`src/rtl/tempo_synced_wavetable_lfo_macros.svh`:
```
// Assertion macros for the tempo-synced wavetable LFO.
`ifndef TEMPO_SYNCED_WAVETABLE_LFO_MACROS_SVH
`define TEMPO_SYNCED_WAVETABLE_LFO_MACROS_SVH

`ifndef NO_ASSERTIONS

`define TSWL_ASSERT(lbl, prop, msg) \
    lbl: assert property (@(posedge i_clk) disable iff (!i_rst_n) prop) else $error(msg);

`define TSWL_ASSERT_ALWAYS(lbl, prop, msg) \
    lbl: assert property (@(posedge i_clk) prop) else $error(msg);

`else

`define TSWL_ASSERT(lbl, prop, msg)

`define TSWL_ASSERT_ALWAYS(lbl, prop, msg)

`endif

`endif

```
`src/rtl/tswl_pkg.sv`:
```
// Shared types and constants of the tempo-synced wavetable LFO.
package tswl_pkg;

    localparam int DIV_DW    = 30;
    localparam int DIV_LW    = 32;
    localparam int DIV_CW    = 6;
    localparam int MEM_AW    = 16;
    localparam int VAL_W     = 16;

    localparam logic [DIV_CW-1:0] DIV_IT_FBS  = 6'd22;
    localparam logic [DIV_CW-1:0] DIV_IT_SPOS = 6'd32;
    localparam logic [DIV_CW-1:0] DIV_IT_BEAT = 6'd21;

    localparam logic [1:0] CFG_RATE_NUM   = 2'd0;
    localparam logic [1:0] CFG_RATE_DEN   = 2'd1;
    localparam logic [1:0] CFG_FOUR_BAR   = 2'd2;
    localparam logic [1:0] CFG_STEP_COUNT = 2'd3;

    localparam logic [6:0]  RST_RATE_NUM   = 7'd1;
    localparam logic [6:0]  RST_RATE_DEN   = 7'd4;
    localparam logic [23:0] RST_FOUR_BAR   = 24'd384000;
    localparam logic [10:0] RST_STEP_COUNT = 11'd16;

    typedef enum logic [1:0] {
        REQ_WRITE_ENTRY = 2'd0,
        REQ_WRITE_STEP  = 2'd1,
        REQ_READ_SAMPLE = 2'd2,
        REQ_READ_BEAT   = 2'd3
    } t_req;

    typedef enum logic [3:0] {
        ST_CLEAR,
        ST_IDLE,
        ST_SPAN,
        ST_RANGE,
        ST_FILL,
        ST_SCYC,
        ST_SMUL,
        ST_SMOD,
        ST_BMUL,
        ST_BMOD,
        ST_IMUL,
        ST_IDIV,
        ST_READ,
        ST_RDATA,
        ST_DONE
    } t_state;

    typedef struct packed {
        logic [1:0]        req_type;
        logic [9:0]        entry_index;
        logic signed [15:0] entry_value;
        logic [31:0]       sample_pos;
        logic [31:0]       beat_pos;
    } t_in;

    typedef struct packed {
        logic signed [15:0] lfo_value;
        logic [9:0]        read_index;
        logic              error;
    } t_out;

    typedef struct packed {
        logic              start;
        logic [DIV_CW-1:0] iters;
        logic [DIV_DW-1:0] rem;
        logic [DIV_LW-1:0] low;
        logic [DIV_DW-1:0] den;
    } t_div_req;

    typedef struct packed {
        logic              done;
        logic [DIV_LW-1:0] quo;
        logic [DIV_DW-1:0] rem;
    } t_div_rsp;

    typedef struct packed {
        logic              we;
        logic [MEM_AW-1:0] waddr;
        logic [VAL_W-1:0]  wdata;
        logic              re;
        logic [MEM_AW-1:0] raddr;
    } t_mem_req;

endpackage

```
`src/rtl/tswl_div.sv`:
```
// Restoring divider, one quotient bit per cycle, with a preloaded partial remainder.
module tswl_div (
    input  logic              i_clk,
    input  logic              i_rst_n,
    input  tswl_pkg::t_div_req i_req,
    output tswl_pkg::t_div_rsp o_rsp
);
    import tswl_pkg::*;

    logic              r_busy;
    logic              r_done;
    logic [DIV_CW-1:0] r_cnt;
    logic [DIV_DW-1:0] r_rem;
    logic [DIV_LW-1:0] r_low;
    logic [DIV_LW-1:0] r_quo;
    logic [DIV_DW-1:0] r_den;

    logic [DIV_DW:0]   cand;
    logic              ge;

    assign cand = {r_rem, r_low[DIV_LW-1]};
    assign ge   = (cand >= {1'b0, r_den});

    always_ff @(posedge i_clk) begin
        if (!i_rst_n) begin
            r_busy <= 1'b0;
            r_done <= 1'b0;
            r_cnt  <= '0;
        end else begin
            r_done <= 1'b0;
            if (i_req.start) begin
                r_busy <= 1'b1;
                r_cnt  <= i_req.iters;
            end else if (r_busy) begin
                r_cnt <= r_cnt - DIV_CW'(1);
                if (r_cnt == DIV_CW'(1)) begin
                    r_busy <= 1'b0;
                    r_done <= 1'b1;
                end
            end
        end
    end

    always_ff @(posedge i_clk) begin
        if (i_req.start) begin
            r_rem <= i_req.rem;
            r_low <= i_req.low;
            r_den <= i_req.den;
            r_quo <= '0;
        end else if (r_busy) begin
            r_rem <= ge ? DIV_DW'(cand - {1'b0, r_den}) : DIV_DW'(cand);
            r_low <= r_low << 1;
            r_quo <= {r_quo[DIV_LW-2:0], ge};
        end
    end

    assign o_rsp.done = r_done;
    assign o_rsp.quo  = r_quo;
    assign o_rsp.rem  = r_rem;

endmodule

```
`config.mk`:
```
export PLATFORM = sky130hd
export DESIGN_NAME = tswl_div
export DESIGN_NICKNAME = d
export VERILOG_FILES = /design/src/rtl/tempo_synced_wavetable_lfo_macros.svh /design/src/rtl/tswl_pkg.sv /design/src/rtl/tswl_div.sv
export SDC_FILE = /design/constraint.sdc
export NUM_CORES = 1
export LEC_CHECK = 0
export ABC_AREA = 1
export BUFFER_PORTS_ARGS = -buffer_cell sky130_fd_sc_hd__buf_2
export CAP_MARGIN = 20
export CORE_MARGIN = 4
export CORE_UTILIZATION = 50
export DETAILED_ROUTE_END_ITERATION = 6
export GPL_TIMING_DRIVEN = 0
export PLACE_DENSITY = 0.77
export SLEW_MARGIN = 15
export SYNTH_ARGS = -nofsm -noshare
export SYNTH_HDL_FRONTEND = slang
export SYNTH_SLANG_ARGS = --single-unit
```
`constraint.sdc`:
```
create_clock -name i_clk -period 3.1 [get_ports i_clk]
set_input_delay 0.31 -clock i_clk [delete_from_list [all_inputs] [get_ports i_clk]]
set_output_delay 0.31 -clock i_clk [all_outputs]
set_load 0.005 [all_outputs]
```
# Word-level counts from Yosys, hierarchy flattened

Cells that the tools add are included.

Register bits: 132
Input bits: 101
Output and inout bits: 63
Word-level logic and storage cells: 26

$add $sub $neg: 2
$lt $le $gt $ge: 1
Equal/unequal tests: 1
Multiplexer cells: 11
Bitwise operators: 2
Reduce and logical (&&, ||, !) cells: 2

Operator list:

| kind                                                 | number |
|---|---|
| 2-to-1 mux 30 bit                                    | 3 |
| 2-to-1 mux 32 bit                                    | 2 |
| >= comparator 31 x 30 -> 1 bit                       | 1 |
| subtractor 30 bit                                    | 1 |
| 2-to-1 mux 6 bit                                     | 2 |
| equality test 6 x 1 -> 1 bit (second input constant) | 1 |
| subtractor 6 x 1 -> 6 bit (second input constant)    | 1 |
| 2-to-1 mux 1 bit                                     | 4 |
| OR reduction 3 bit                                   | 1 |
| NOT 1 bit                                            | 2 |
| nonzero test 2 bit                                   | 1 |

# Logic depth before layout (Yosys ltp)

Depth after elaboration: 4
Depth in mapped cells: 16
Depth with buffers taken out: 15

# Worst setup path after synthesis

OpenSTA, ideal clock, no wires.

Kind: reg-to-reg
From: register r_busy
To: register r_low[0], enable pin
Setup time: 0.451 ns
Data arrival time: 2.438 ns
Data required time: 2.649 ns
Slack: 0.212 ns
Cell stages (with the launch flop): 4
Buffers on the path: 1
Clock period less this slack: 2.888 ns
Cells stage by stage: dfxtp_1 -> nor2_1 -> clkinv_1 -> clkbuf_1

Word-level cells in the longest chain between the ends: 1

RTL lines:

| element                      | RTL line       | text |
|---|---|---|
| start: declaration           | tswl_div.sv:10 | `logic r_busy;` |
| start signal: assignment     | tswl_div.sv:26 | `r_busy <= 1'b0;` |
| start signal: assignment     | tswl_div.sv:32 | `r_busy <= 1'b1;` |
| start signal: assignment     | tswl_div.sv:37 | `r_busy <= 1'b0;` |
| nonzero test 2 bit (no line) | n/a            |  |
| end signal: assignment       | tswl_div.sv:47 | `r_low <= i_req.low;` |
| end signal: assignment       | tswl_div.sv:52 | `r_low <= r_low << 1;` |
| end: declaration             | tswl_div.sv:14 | `logic [DIV_LW-1:0] r_low;` |

No other way between the ends.
A chain may end at the register's enable or synchronous reset.

# Worst setup path after layout

From: register r_rem[27]
To: register r_rem[22] (data pin)

Word-level cells in the longest chain between the ends: 4

RTL lines:

| element                        | RTL line       | text |
|---|---|---|
| start: declaration             | tswl_div.sv:13 | `logic [DIV_DW-1:0] r_rem;` |
| start signal: assignment       | tswl_div.sv:46 | `r_rem <= i_req.rem;` |
| start signal: assignment       | tswl_div.sv:51 | `r_rem <= ge ? DIV_DW'(cand - {1'b0, r_den}) : DIV_DW'(cand);` |
| >= comparator 31 x 30 -> 1 bit | tswl_div.sv:22 | `assign ge = (cand >= {1'b0, r_den});` |
| 2-to-1 mux 30 bit              | tswl_div.sv:51 |  |
| 2-to-1 mux 30 bit              | tswl_div.sv:50 | `end else if (r_busy) begin` |
| 2-to-1 mux 30 bit              | tswl_div.sv:45 | `if (i_req.start) begin` |

No other way between the ends. The select of a mux whose other input is x is not followed.

==> summary.md <==
| Metric | Value |
|---|---|
| Leak | `4.78 nW` |
| Crit path capture type | `flop` |
| Sequential area share after synthesis | `0.464` |
| Worst skew pair latency | `roughly 0.42 ns` |
| CP cell instances | `ha_1 -> nand2_1 -> nor3_2 -> inv_1 -> nor2_1 -> and2_1 -> nand2_2 -> nand3_4 -> buf_4 -> nand3_1 -> nand2_1 -> nand2_1` |
| Final Skew | `0.00834 ns` |
| CTS H-tree depth | `4` |
| Initial drt markers | `498` |
| Wirelength per Cell | `about 15 um` |
| Sequential share of power | `0.349` |
| Final wirelength | `21.0 mm` |
| Met2 Use GR | `0.423` |
| Gr busiest metal | `met2` |
| Mean Syn Cell Area | `~7.5 um^2` |
| Crit-path max cell delay | `around 0.44 ns` |
| Syn-to-layout area delta | `21.9%` |
| Sink Count | `132` |
| Critical path class | `flop to flop` |
| Reg area | `3560 um^2` |
| CTS tree | `yes` |
| Ys Warns | `0` |
| Crit path required time | `around 3.3 ns` |
| CTS Buf Count | `17` |
| R2R cell count | `12` |
| Global Route met3 Usage | `0.0641` |
| Overflow after GRT | `0` |
| Die area | `17400 um^2` |
| Root Buffer | `clkbuf_16` |
| Worst Hold Depth | `1` |
| Max-slew headroom | `0.415` |
| WP data arrival | `2.83 ns` |
| Synth top cells by count | `382 x nand2_1, 165 x inv_1, 92 x edfxtp_1` |
| Status | `finished clean` |
| CP Buf/Inv Count | `2` |
| # diodes | `0` |
| Final Max Tran Viols | `0` |
| Most frequent cell after synthesis | `nand2_1` |
| Vias in the first global route | `6946` |
| Type of origin of the critical path | `flop` |
| Net Sw Frac | `0.365` |
| Largest delay share family, worst path | `simple AND/OR/NAND/NOR gates` |
| # port buffers | `163` |
| Global Route Usage Sum | `0.243` |
| Upper clock frequency limit | `377 MHz` |
| Area share of the largest cell type after synthesis | `0.360` |
| RSZ-0062 raised after global routing | `no` |
| Layout cells sized above 1 | `0.181` |
| Measured slew at the worst slew-check pin | `approximately 0.88 ns` |
| CP max stage cell | `ha_1` |
| Fillers | `1402` |
| Largest net degree at the start of global routing | `53` |
| Pwr/cell area | `roughly 680 nW/um^2` |
| Clock power frac | `0.320` |
| Initial antenna violation count | `0` |
| Period utilization | `0.857` |
| Final GP Congestion | `a little over 0.9` |
| Met1 usage | `0.304` |
| Design area | `9360 um^2` |
| Dpl hpwl | `16.1 mm` |
| Post-synth top area cell | `edfxtp_1` |
| Worst path depth | `12` |
| CORE AREA | `around 15000 um^2` |
| Register bit total from synthesis | `132` |
| Fraction of registers with async set or reset after synthesis | `0` |
| Die width | `around 130 um` |
| Longest Clk Path Bufs | `2` |
| First-pass GRT wire length | `34.2 mm` |
| Area of the multi-input gates | `3350 um^2` |
| Clk slew on worst S/H paths | `0.07 ns` |
| Syn Nets | `1154` |
| CP dominant cell by count | `nand2_1` |
| Die Y | `132 um` |
| Peak VDD IR | `between 0.4 and 0.5 mV` |
| CTS Hold Buffers Added | `0` |
| Crit Path Max Fanout | `10` |
| Detailed-route vias per instance | `5.03` |
| Max-cap violations | `0` |
| Sw power | `0.00232 W` |
| Post-synth EDFFs | `92` |
| Ys flop type | `edfxtp_1` |
| Post-CTS sizing | `0` |
| ANT nets after route | `0` |
| # IOs | `164` |
| Synth Cell Area | `roughly 7700 um^2` |
| Pint | `a little over 0.004 W` |
| Post-route minimum period | `2.66 ns` |
| Worst min path class | `input port to flop` |
| Final setup fails | `0` |
| Via count | `7056` |
| Cells after synthesis | `1020` |
| Final #Nets | `~1300` |
| Initial Util | `0.507` |
| DRC | `0` |
| Yosys cell types | `35` |
| First-pass DRT Iterations | `5` |
| Area after DPL | `a little under 9000 um^2` |
| Setup bufs post-CTS | `0` |
| Hold Violations, Final | `0` |
| Row count | `45` |
| Combinational fraction of design power | `0.331` |
| Synth area leaders | `edfxtp_1 36%, nand2_1 19%, dfxtp_1 10%` |
| Post-layout util | `0.618` |
[per-layer routing]
| metal | wire length [um] | share of wire |
|---|---|---|
| met3 | 1480 | 0.070 |
| met5 | 0 | 0 |
| met1 | 9010 | 0.43 |
| met2 | 10300 | 0.49 |
| met4 | 261 | 0.012 |
[power by group through the flow]
stage          clock, W  sequential (W)  combinational, W
6_report        0.00204         0.00222           0.00211
5_1_grt         0.00214         0.00224           0.00238
4_1_cts         0.00206         0.00223           0.00210
3_5_place_dp          0         0.00226           0.00208
3_3_place_gp          0         0.00226           0.00206
2_1_floorplan         0         0.00225           0.00144
[through the flow]
| step | std cells | setup TNS, ns | setup WS, ns | hold WS, ns | total power [W] |
|---|---|---|---|---|---|
| global route | 1404 | 0 | 0.279 | 0.0512 | 0.00677 |
| global placement | 1371 | -117.38 | -1.67 | 0.438 | 0.00432 |
| floorplan | 1020 | 0 | 0.212 | 0.408 | 0.00369 |
| detailed placement | 1372 | 0 | 0.445 | 0.448 | 0.00435 |
| CTS | 1404 | 0 | 0.438 | 0.0500 | 0.00639 |
| finish | 1404 | 0 | 0.445 | 0.0607 | 0.00637 |
[kinds of logic after synthesis]
| kind of cell | count (synthesis) | synth area share |
|---|---|---|
| fa+ha+maj | 33 | 0.0548 |
| buf+inv | 192 | 0.0996 |
| flops | 132 | 0.464 |
| simple gates | 564 | 0.300 |
| xor+xnor | 14 | 0.0160 |
| compound gates | 85 | 0.0655 |
[layout by cell type (no fill, tap or decap), drive strengths merged, types with 5 or more instances in the layout]
master / instances
nand3: 56
buf: 179
clkbuf: 30
nand4: 13
o21bai: 5
edfxtp: 92
xnor2: 13
and2: 5
o21ai: 19
dfxtp: 40
o22ai: 30
nor2: 90
inv: 175
ha: 32
nand3b: 7
nand2: 384
a31oi: 5
nor3: 6
a21oi: 23
[registers in the layout, indices dropped and copies added, names as in the netlist]
| signal | cells |
|---|---|
| r_busy | 1 |
| r_cnt | 6 |
| r_den | 30 |
| r_done | 1 |
| r_low | 32 |
| r_quo | 32 |
| r_rem | 30 |
[path summary, 6_finish.rpt]
| kind | start | end | slack [ns] |
|---|---|---|---|
| setup / recovery | r_rem[27]$_DFFE_PP_ | r_rem[22]$_DFFE_PP_ | 0.44 |
| hold / removal | i_req[4] | r_den[4]$_DFFE_PP_ | 0.06 |
| setup reg to reg | r_rem[27]$_DFFE_PP_ | r_rem[22]$_DFFE_PP_ | 0.44 |
| hold reg to reg | r_quo[31]$_SDFFE_PP0P_ | r_quo[31]$_SDFFE_PP0P_ | 0.47 |
[area by class of cell]
class,instances,area share
Sequential cell,132,0.381
Multi-Input combinational cell,696,0.358
Clock inverter,13,0.0134
Clock buffer,19,0.0508
Timing Repair Buffer,164,0.0901
Tap cell,188,0.0251
Buffer,26,0.0155
Inverter,166,0.0666
Note: power is estimated with default switching activity, not from simulation.
